==> config.mk <==
export PLATFORM = sky130hd
export DESIGN_NAME = char_lcd_double_buffer_refresh_flat
export DESIGN_NICKNAME = d
export VERILOG_FILES = /design/src/rtl/core/cldbr_pkg.sv /design/src/rtl/core/cldbr_in_if.sv /design/src/rtl/core/cldbr_out_if.sv /design/src/rtl/core/char_lcd_double_buffer_refresh.sv /design/src/flat_wrapper.sv
export SDC_FILE = /design/constraint.sdc
export NUM_CORES = 2
export LEC_CHECK = 0
export ABC_AREA = 1
export CAP_MARGIN = 20
export CORE_AREA = 2 2 370 372
export DETAILED_ROUTE_END_ITERATION = 10
export DIE_AREA = 0 0 372 374
export DONT_BUFFER_PORTS = 1
export GPL_ROUTABILITY_DRIVEN = 0
export GPL_TIMING_DRIVEN = 0
export PLACE_DENSITY_LB_ADDON = 0.25
export RECOVER_POWER = 50
export SLEW_MARGIN = 20
export SYNTH_ARGS = -nofsm -noshare
export SYNTH_HDL_FRONTEND = slang
export SYNTH_SLANG_ARGS = --single-unit
==> constraint.sdc <==
create_clock -name clk -period 5.45 [get_ports clk]
set_input_delay 0.8175 -clock clk [delete_from_list [all_inputs] [get_ports clk]]
set_output_delay 0.8175 -clock clk [all_outputs]
set_load 0.02 [all_outputs]
==> src/rtl/core/cldbr_pkg.sv <==
// ----------------------------------------------------------------------------
// cldbr_pkg
// Shared types and constants for the double-buffered character LCD refresher.
// ----------------------------------------------------------------------------
package cldbr_pkg;

    localparam int unsigned DEF_COLUMNS = 16;
    localparam int unsigned DEF_ROWS    = 2;
    localparam int unsigned STAGE_LINES = 2;

    localparam logic [7:0] BLANK = 8'h20;

    // item modes
    localparam logic [1:0] MODE_TICK   = 2'd0;
    localparam logic [1:0] MODE_APPEND = 2'd1;
    localparam logic [1:0] MODE_COMMIT = 2'd2;

    // display command kinds
    localparam logic CMD_SET_CURSOR = 1'b0;
    localparam logic CMD_WRITE_CHAR = 1'b1;

    typedef enum logic [1:0] {
        SEQ_IDLE    = 2'd0,
        SEQ_SET_ROW = 2'd1,
        SEQ_WRITE   = 2'd2
    } seq_state_t;

    typedef struct packed {
        logic [1:0] mode;
        logic       line_select;
        logic [7:0] char_code;
        logic       center_text;
    } in_item_t;

    typedef struct packed {
        logic       cmd_kind;
        logic       cursor_row;
        logic [7:0] char_out;
    } out_item_t;

endpackage

==> src/rtl/core/cldbr_in_if.sv <==
// ----------------------------------------------------------------------------
// cldbr_in_if
// Valid/ready channel carrying refresher input items.
// ----------------------------------------------------------------------------
interface cldbr_in_if;
    import cldbr_pkg::*;

    logic     valid;
    logic     ready;
    in_item_t data;

    modport source (output valid, output data, input ready);
    modport sink   (input valid, input data, output ready);
endinterface

==> src/rtl/core/cldbr_out_if.sv <==
// ----------------------------------------------------------------------------
// cldbr_out_if
// Valid/ready channel carrying display commands.
// ----------------------------------------------------------------------------
interface cldbr_out_if;
    import cldbr_pkg::*;

    logic      valid;
    logic      ready;
    out_item_t data;

    modport source (output valid, output data, input ready);
    modport sink   (input valid, input data, output ready);
endinterface

==> src/rtl/core/char_lcd_double_buffer_refresh.sv <==
// ----------------------------------------------------------------------------
// char_lcd_double_buffer_refresh
// Double-buffered refresh sequencer for a ROWS x COLUMNS character display.
// ----------------------------------------------------------------------------
// Takes one item per cycle with no bubbles as long as the display side keeps
// ready high. An accepted item lands in an input register and is processed
// from there once the result register is empty or being taken: appends,
// commits (full-line formatting with optional centering) and refresher ticks
// are each a single register update, and a tick that makes a command passes
// it from the input register into the result register. The only thing that
// holds up input is a full result register that the display has not taken;
// items that make no command still wait behind it to keep order. The waiting
// and active buffers reset to blanks; there is no power-up message and no LCD
// init sequence.
// ----------------------------------------------------------------------------
module char_lcd_double_buffer_refresh #(
    parameter int unsigned COLUMNS = cldbr_pkg::DEF_COLUMNS,
    parameter int unsigned ROWS    = cldbr_pkg::DEF_ROWS
) (
    input  logic        clk,
    input  logic        rst_n,
    cldbr_in_if.sink    items,
    cldbr_out_if.source cmds
);
    import cldbr_pkg::*;

    localparam int unsigned COL_W = $clog2(COLUMNS);
    localparam int unsigned LEN_W = $clog2(COLUMNS + 1);
    localparam int unsigned ROW_W = (ROWS > 1) ? $clog2(ROWS) : 1;

    localparam logic [COL_W-1:0] LAST_COL = COL_W'(COLUMNS - 1);
    localparam logic [ROW_W-1:0] LAST_ROW = ROW_W'(ROWS - 1);
    localparam logic [LEN_W-1:0] FULL_LEN = LEN_W'(COLUMNS);

    // input register
    logic      in_valid_reg;
    in_item_t  in_data_reg;

    // result register
    logic      out_valid_reg;
    logic      out_valid_next;
    out_item_t out_data_reg;
    out_item_t out_data_next;

    // sequencer
    seq_state_t       seq_reg, seq_next;
    logic [ROW_W-1:0] cur_row_reg, cur_row_next;
    logic [COL_W-1:0] cur_col_reg, cur_col_next;
    logic             dirty_reg, dirty_next;

    // buffers
    logic [7:0]       waiting_buf_reg [ROWS][COLUMNS];
    logic [7:0]       active_buf_reg  [ROWS][COLUMNS];
    logic [7:0]       staging_buf_reg [STAGE_LINES][COLUMNS];
    logic [LEN_W-1:0] staging_len_reg [STAGE_LINES];
    logic [LEN_W-1:0] staging_len_next [STAGE_LINES];

    logic [7:0]       formatted [ROWS][COLUMNS];
    logic [LEN_W-1:0] shift_amt [STAGE_LINES];

    logic fire;
    logic commit_en;
    logic load_en;
    logic append_en;

    assign fire        = in_valid_reg && (!out_valid_reg || cmds.ready);
    assign items.ready = !in_valid_reg || fire;
    assign cmds.valid  = out_valid_reg;
    assign cmds.data   = out_data_reg;

    assign append_en = fire && (in_data_reg.mode == MODE_APPEND)
                       && (staging_len_reg[in_data_reg.line_select] < FULL_LEN);
    assign commit_en = fire && (in_data_reg.mode == MODE_COMMIT);

    // centering offset per staged line
    always_comb
    begin
        for (int l = 0; l < STAGE_LINES; l++)
        begin
            if (in_data_reg.center_text && (staging_len_reg[l] < FULL_LEN))
            begin
                shift_amt[l] = (FULL_LEN - staging_len_reg[l]) >> 1;
            end
            else
            begin
                shift_amt[l] = '0;
            end
        end
    end

    // commit formatting: each cell picks its staged character or a blank
    for (genvar r = 0; r < ROWS; r++)
    begin : g_row
        for (genvar c = 0; c < COLUMNS; c++)
        begin : g_col
            if (r < STAGE_LINES)
            begin : g_staged
                logic [LEN_W-1:0] pos;
                assign pos = LEN_W'(c) - shift_amt[r];
                assign formatted[r][c] =
                    ((LEN_W'(c) >= shift_amt[r]) && (pos < staging_len_reg[r]))
                    ? staging_buf_reg[r][pos[COL_W-1:0]] : BLANK;
            end
            else
            begin : g_blank
                assign formatted[r][c] = BLANK;
            end
        end
    end

    always_comb
    begin
        seq_next         = seq_reg;
        cur_row_next     = cur_row_reg;
        cur_col_next     = cur_col_reg;
        dirty_next       = dirty_reg;
        staging_len_next = staging_len_reg;
        load_en          = 1'b0;
        out_valid_next   = out_valid_reg && !cmds.ready;
        out_data_next    = out_data_reg;

        if (fire)
        begin
            out_valid_next = 1'b0;
            unique case (in_data_reg.mode)
                MODE_APPEND:
                begin
                    if (append_en)
                    begin
                        staging_len_next[in_data_reg.line_select] =
                            staging_len_reg[in_data_reg.line_select] + 1'b1;
                    end
                end
                MODE_COMMIT:
                begin
                    for (int l = 0; l < STAGE_LINES; l++)
                    begin
                        staging_len_next[l] = '0;
                    end
                    dirty_next = 1'b1;
                end
                MODE_TICK:
                begin
                    unique case (seq_reg)
                        SEQ_IDLE:
                        begin
                            if (dirty_reg)
                            begin
                                load_en      = 1'b1;
                                dirty_next   = 1'b0;
                                cur_row_next = '0;
                                cur_col_next = '0;
                                seq_next     = SEQ_SET_ROW;
                            end
                        end
                        SEQ_SET_ROW:
                        begin
                            out_valid_next           = 1'b1;
                            out_data_next.cmd_kind   = CMD_SET_CURSOR;
                            out_data_next.cursor_row = cur_row_reg[0];
                            out_data_next.char_out   = '0;
                            seq_next                 = SEQ_WRITE;
                        end
                        SEQ_WRITE:
                        begin
                            out_valid_next           = 1'b1;
                            out_data_next.cmd_kind   = CMD_WRITE_CHAR;
                            out_data_next.cursor_row = 1'b0;
                            out_data_next.char_out   =
                                active_buf_reg[cur_row_reg][cur_col_reg];
                            if (cur_col_reg == LAST_COL)
                            begin
                                cur_col_next = '0;
                                if (cur_row_reg == LAST_ROW)
                                begin
                                    seq_next = SEQ_IDLE;
                                end
                                else
                                begin
                                    cur_row_next = cur_row_reg + 1'b1;
                                    seq_next     = SEQ_SET_ROW;
                                end
                            end
                            else
                            begin
                                cur_col_next = cur_col_reg + 1'b1;
                            end
                        end
                        default:
                        begin
                            seq_next = SEQ_IDLE;
                        end
                    endcase
                end
                default:
                begin
                end
            endcase
        end
    end

    always_ff @(posedge clk or negedge rst_n)
    begin
        if (!rst_n)
        begin
            in_valid_reg  <= 1'b0;
            out_valid_reg <= 1'b0;
            seq_reg       <= SEQ_IDLE;
            cur_row_reg   <= '0;
            cur_col_reg   <= '0;
            dirty_reg     <= 1'b0;
            for (int l = 0; l < STAGE_LINES; l++)
            begin
                staging_len_reg[l] <= '0;
            end
            for (int r = 0; r < ROWS; r++)
            begin
                for (int c = 0; c < COLUMNS; c++)
                begin
                    waiting_buf_reg[r][c] <= BLANK;
                    active_buf_reg[r][c]  <= BLANK;
                end
            end
        end
        else
        begin
            in_valid_reg    <= items.valid || (in_valid_reg && !fire);
            out_valid_reg   <= out_valid_next;
            seq_reg         <= seq_next;
            cur_row_reg     <= cur_row_next;
            cur_col_reg     <= cur_col_next;
            dirty_reg       <= dirty_next;
            staging_len_reg <= staging_len_next;
            if (commit_en)
            begin
                waiting_buf_reg <= formatted;
            end
            if (load_en)
            begin
                active_buf_reg <= waiting_buf_reg;
            end
        end
    end

    always_ff @(posedge clk)
    begin
        if (items.valid && items.ready)
        begin
            in_data_reg <= items.data;
        end
        out_data_reg <= out_data_next;
        if (append_en)
        begin
            staging_buf_reg[in_data_reg.line_select]
                [staging_len_reg[in_data_reg.line_select][COL_W-1:0]] <=
                in_data_reg.char_code;
        end
    end

    // ------------------------------------------------------------------------
    // assertions
    // ------------------------------------------------------------------------
    a_stall_only_on_output: assert property (@(posedge clk) disable iff (!rst_n)
        (in_valid_reg && !fire) |-> (out_valid_reg && !cmds.ready))
        else $error("input stage stalled without a blocked result");

    a_idle_col_zero: assert property (@(posedge clk) disable iff (!rst_n)
        (seq_reg == SEQ_IDLE) |-> (cur_col_reg == '0))
        else $error("sequencer idle with a nonzero column");

    a_set_row_emits_cursor: assert property (@(posedge clk) disable iff (!rst_n)
        (fire && (in_data_reg.mode == MODE_TICK) && (seq_reg == SEQ_SET_ROW))
        |=> (out_valid_reg && (out_data_reg.cmd_kind == CMD_SET_CURSOR)
             && (seq_reg == SEQ_WRITE)))
        else $error("set-row tick did not produce a cursor command");

    a_commit_sets_dirty: assert property (@(posedge clk) disable iff (!rst_n)
        commit_en |=> (dirty_reg && (staging_len_reg[0] == '0)))
        else $error("commit did not mark the waiting buffer dirty");

    a_len_bounded: assert property (@(posedge clk) disable iff (!rst_n)
        (staging_len_reg[0] <= FULL_LEN) && (staging_len_reg[1] <= FULL_LEN))
        else $error("staging length exceeds line width");

endmodule
==> src/flat_wrapper.sv <==
// flat-port wrapper written by rule: the top's interface ports become plain ports
module char_lcd_double_buffer_refresh_flat import cldbr_pkg::*;
#(
    parameter int unsigned COLUMNS = cldbr_pkg::DEF_COLUMNS,
    parameter int unsigned ROWS    = cldbr_pkg::DEF_ROWS
)
  (clk, rst_n, items_valid, items_data, items_ready, cmds_valid, cmds_data, cmds_ready);
  cldbr_in_if items_i ();
  cldbr_out_if cmds_i ();
  input  logic clk;
  input  logic rst_n;
  input wire logic [$bits(items_i.valid)-1:0] items_valid;
  input wire logic [$bits(items_i.data)-1:0] items_data;
  output wire logic [$bits(items_i.ready)-1:0] items_ready;
  output wire logic [$bits(cmds_i.valid)-1:0] cmds_valid;
  output wire logic [$bits(cmds_i.data)-1:0] cmds_data;
  input wire logic [$bits(cmds_i.ready)-1:0] cmds_ready;
  assign items_i.valid = items_valid;
  assign items_i.data = items_data;
  assign items_ready = items_i.ready;
  assign cmds_valid = cmds_i.valid;
  assign cmds_data = cmds_i.data;
  assign cmds_i.ready = cmds_ready;
  char_lcd_double_buffer_refresh #(.COLUMNS(COLUMNS), .ROWS(ROWS)) u_core (.clk(clk), .rst_n(rst_n), .items(items_i), .cmds(cmds_i));
endmodule
# Yosys cells after proc, flatten, opt, wreduce, memory -nomap -nowiden
# Memories as Yosys holds them, arrays and structs flattened.
# Index checks and enable logic that the tools add are counted.
# totals
ramBits	256
in_bits	16
n_memories	1
reg_bits	554
# op_classes
eq_ne	9
n_reduce_logical	63
n_addsub	37
n_mux	169
bitwise	36
order_cmp	105
# mem_list
memory	words	width	rd	rd_ports_with_merged_regs	write_ports	line_no	rtl
u_core.staging_buf_reg	2	128	2	0	1	char_lcd_double_buffer_refresh.sv:54	logic [7:0] staging_buf_reg [STAGE_LINES][COLUMNS];
# op_table
operator	count
8-bit binary-select mux with 4-bit select	33
8-bit two-way mux	99
128-bit two-way mux	4
5-bit >= comparator (second input constant)	34
4-bit inverter with 5-bit output	34
5-bit less-than comparator	32
4-bit by 5-bit >= comparator with 1-bit output (first input constant)	16
4-bit by 5-bit subtractor with 5-bit output (first input constant)	16
1-bit logical AND	43
3-bit by 5-bit >= comparator with 1-bit output (first input constant)	8
10-bit one-hot mux with 2 select lines	2
3-bit by 5-bit subtractor with 5-bit output (first input constant)	8
8-bit demux with 4-bit select	1
1-bit by 5-bit >= comparator with 1-bit output (first input constant)	4
2-bit by 5-bit >= comparator with 1-bit output (first input constant)	4
5-bit two-way mux	4
1-bit by 5-bit subtractor with 5-bit output (first input constant)	4
2-bit by 5-bit subtractor with 5-bit output (first input constant)	4
4-bit two-way mux	4
5-bit less-than comparator (second input constant)	3
1-bit two-way mux	13
10-bit bitwise mux	1
10-bit two-way mux	1
5-bit subtractor (first input constant)	2
other kinds (25)	45

# Depth between registers and ports, before layout
# logic_depth
depth_word	10
mapped_depth	27
ltp_nobuf	23

# Worst setup path before layout
# OpenSTA, ideal clock, no wires.
# synth_timing
path_type	reg-to-reg
start	register u_core.staging_len_reg[6] (netlist name)
end	register u_core.waiting_buf_reg[149] (netlist name)
arrival_time_ps	4049
path_stages_with_launch	25
setup_slack_ps	1328
cell_sequence	dfrtp_1 -> inv_1 -> ha_1 -> inv_1 -> nor3_1 -> ha_1 -> nor2_4 -> nand4_4 -> inv_2 -> buf_4 -> clkbuf_1 -> ha_1 -> ha_1 -> clkbuf_1 -> clkinv_1 -> clkbuf_1 -> ha_1 -> nand2_1 -> o21ai_0 -> a21oi_1 -> nand2_1 -> nor2_2 -> nand3_1 -> nand2_1 -> inv_1
# synth_via
elab_chain_cells	9
# synth_rtl
element	line_no	rtl
start: declaration	char_lcd_double_buffer_refresh.sv:55	logic [LEN_W-1:0] staging_len_reg [STAGE_LINES];
start signal: assignment	char_lcd_double_buffer_refresh.sv:233	staging_len_reg <= staging_len_next;
5-bit less-than comparator	char_lcd_double_buffer_refresh.sv:80	if (in_data_reg.center_text && (staging_len_reg[l] < FULL_LEN))
1-bit logical AND	char_lcd_double_buffer_refresh.sv:80	
4-bit two-way mux	char_lcd_double_buffer_refresh.sv:80	
4-bit by 5-bit subtractor with 5-bit output	char_lcd_double_buffer_refresh.sv:99	assign pos = LEN_W'(c) - shift_amt[r];
4-bit inverter with 5-bit output (implied by the code)	char_lcd_double_buffer_refresh.sv:102	? staging_buf_reg[r][pos[COL_W-1:0]] : BLANK;
8-bit binary-select mux with 4-bit select	char_lcd_double_buffer_refresh.sv:102	
8-bit two-way mux (implied by the code) (2 in a row)	char_lcd_double_buffer_refresh.sv:102	
8-bit two-way mux *	char_lcd_double_buffer_refresh.sv:102	
end signal: assignment	char_lcd_double_buffer_refresh.sv:236	waiting_buf_reg <= formatted;
end: declaration	char_lcd_double_buffer_refresh.sv:52	logic [7:0] waiting_buf_reg [ROWS][COLUMNS];
# Every way passes the cells marked *; elsewhere a longest branch is shown, timed or not. The select of a mux whose other input is x is not followed.
# A chain may end at the register's enable or synchronous reset.

# Worst setup path in the final report
# Same ends and word-level chain as after synthesis.

==> flow_summary.toml <==
[timing]
setup_slack_ps = 19.7
period_share_pct = 99.6
finClkSkew_ps = 30.4
setup_violations = 0
final-hold-violation-count = 0
slew_headroom_pct = -169
min_period_ps = 5430
drv_slew = 159
max_freq_mhz = 184
worst_pin_slew_ps = 4040
rsz0062_at_grt = "yes"

[synth]
async_flop_share_pct = 65.7
synth_top_area_share_pct = 24.9
synth_most_common_cell = "nand2_1"
yosysSeqAreaShare_pct = 46.3
synth_enable_flop_cells = 278
syn_area_um2 = 47000
ys_ff_latch = 810
yosysTopAreaCell = "dfrtp_1"
synth_common_cells = "nand2_1 (1365), nand3_1 (1241), dfrtp_1 (468), inv_1 (420), o21ai_0 (359)"
synth_cells = 5790
ys_top_cells_by_area = "dfrtp_1 (25%), edfxtp_1 (18%), nand3_1 (13%)"
syn_area_per_cell_um2 = 8.12
ys.warnings.count = 0
ys_types = 50
synthesis.nets = 5925
ys.flop_type = "dfrtp_1"

[run_status]
violations = "design-rule violations, max-capacitance violations, max-slew violations"
status = "complete, but fails checks"

[final_layout]
fin_nets = 6030
area_growth_pct = 11.7
nFillCells = 13774
drive_gt1_share_pct = 11.2
fin_util_pct = 38.9
multi_input_area_um2 = 22100
ff_latch_area_um2 = 21700

[setup_path]
crit_required_ps = 6080
worstPathCellList = "clkinvlp_4 > ha_1 > inv_1 > nor3_1 > ha_1 > nor2_4 > nand3_4 > buf_2 > buf_4 > ha_1 > nor2_4 > inv_2 > buf_2 > ha_1 > a21oi_1 > o21ai_0 > a21oi_1 > nand2_1 > nor2_4 > nand3_1 > nand2_1 > inv_1"
cp.arrival_ps = 6060
path_max_fanout = 13
start_kind = "flip-flop"
cpMostUsedCell = "ha_1"
cp-startpoint = "u_core.staging_len_reg[6]$_DFFE_PN0P_"
r2r_start = "u_core.staging_len_reg[6]$_DFFE_PN0P_"
cp-end-kind = "flip-flop"
cpPeakStageDelay_ps = 430
slowest_stage = "dfrtp_1"
crit_type = "reg -> reg"

[drt]
first_iter_violations = 7970
dr.pass1.iters = 11
drc = 137
drt_wl_total_um = 219000
ant_nets = 0
routed_via_density = 6.01
num_vias = 46664
wl_per_cell_um = 28.3

[die]
die_h_um = 374
core-area_um2 = 135000
die_area_um2 = 139000
die_x_um = 372
ioPinCount = 28
std_cell_rows = 135
initial_utilization_pct = 34.8

[global_route]
grt.overflow.total = 0
antenna_found_initial = 18
grt_pass1_vias = 42526
grt_pass1_wl_um = 307000
grt_max_degree = 201
track_usage_pct = 30.8

[cts]
cts_tree = "built"
clock_latency_ps = 700
cts.sinks = 810
clock-root-buffer = "clkbuf_16"
cts_made_buffers = 87
cts_max_path_buffers = 3
path_clk_slew_ps = 60
htreeDepth = 3

[power]
power.leakage_nw = 24.0
peakVddDrop_mv = 0.388
total_power_mw = 39.7
power_density_nw_per_um2 = 757

[placement]
place_ws_ps = -974
hpwl_um = 174000
io_buffers = 0

[hold_path]
hp-start = "items_data[9]"
min_path_type = "in -> reg"

[run]
drv_cap = 1
## kinds of logic after synthesis
group	synth area share, %
adder cells (fa/ha/maj)	3.17
AO/OA/AOI/OAI	11.8
AND/OR/NAND/NOR	27.9
multiplexers	3.59
flip-flops	46.3
buffers and inverters	7.05
XOR/XNOR	0.168
## where the power goes
part	internal, mW	total (mW)	switching (mW)
Combinational	6.91	24.2	17.3
Clock	3.42	5.99	2.56
Sequential	8.11	9.51	1.40
## final timing paths
check                                                           to  slack [ps]  cells after the start
setup reg to reg           u_core.waiting_buf_reg[149]$_DFFE_PN1P_          20                     22
hold reg to reg             u_core.active_buf_reg[245]$_DFFE_PN1P_         470                      2
setup / recovery           u_core.waiting_buf_reg[149]$_DFFE_PN1P_          20                     22
max in group asynchronous  u_core.waiting_buf_reg[170]$_DFFE_PN0P_         920                      2
hold / removal                     u_core.in_data_reg[9]$_DFFE_PP_         210                      0
min in group asynchronous   u_core.waiting_buf_reg[10]$_DFFE_PN0P_         610                      1
## placed cells by master (no fill, tap or decap), drive strengths merged, types with 2 or more instances in the layout
cell	count
a21oi	206
buf	189
a22oi	2
clkbuf	286
dfrtp	468
o21bai	2
o21ai	405
nand3	1249
nor2	283
o211ai	281
edfxtp	278
clkinv	37
a211oi	2
clkinvlp	7
nor3	8
a22o	7
diode	9
nand3b	2
ha	119
nand2	1380
a31oi	4
o22ai	18
nand4	45
o221ai	6
xor2	5
inv	454
mux2	150
dfstp	64
bufinv	6
## worst max-delay path, delay by kind of cell, from the launching register on
kind	cells	cell delay, ps
AND/OR/NAND/NOR	8	1890
buffers and inverters	7	1460
adder cells (fa/ha/maj)	4	1090
AO/OA/AOI/OAI	3	500
flip-flops	1	430
## through the flow
| step | instance area, um2 | std cells | hold slack, ps | setup TNS, ps |
|---|---|---|---|---|
| 2_1_floorplan | 47000 | 5790 | 440 | 0 |
| 3_3_place_gp | 49200 | 7571 | 460 | -44270 |
| 3_5_place_dp | 49500 | 7584 | 464 | -47080 |
| 4_1_cts | 52500 | 7746 | 171 | 0 |
| 5_1_grt | 52500 | 7750 | 199 | -2.45 |
| 6_report | 52500 | 7759 | 210 | 0 |
## layer usage
layer  global-route usage (%)  share of wire, %  vias to the layer above
met3                     13.6                15                      883
met2                     42.6                39                     3502
met5                        0              0.14                        -
li1                         -                 -                    20188
met1                     39.4                38                    22061
met4                     18.0               7.7                       30
## timing repair
| action | in CTS | in global routing |
|---|---|---|
| endpoints found under the hold margin | 13 | 0 |
| pin swaps | 0 | 1 |
| hold buffers | 1 | 0 |
| setup endpoints to repair | 122 | 112 |
| buffers inserted | 5 | 7 |
| resized for setup | 27 | 38 |
## layout make-up
class                   count  share of cell area, %
diodes                      9                 0.0429
plain buffers             335                   3.00
clock buffers             113                   4.56
clock inverters            50                  0.934
inverters                 454                   3.32
multi-input cells        4179                   42.1
flip-flops and latches    810                   41.4
well taps                1781                   4.24
repair buffers             28                  0.367
Note: power is estimated with default switching activity, not from simulation.
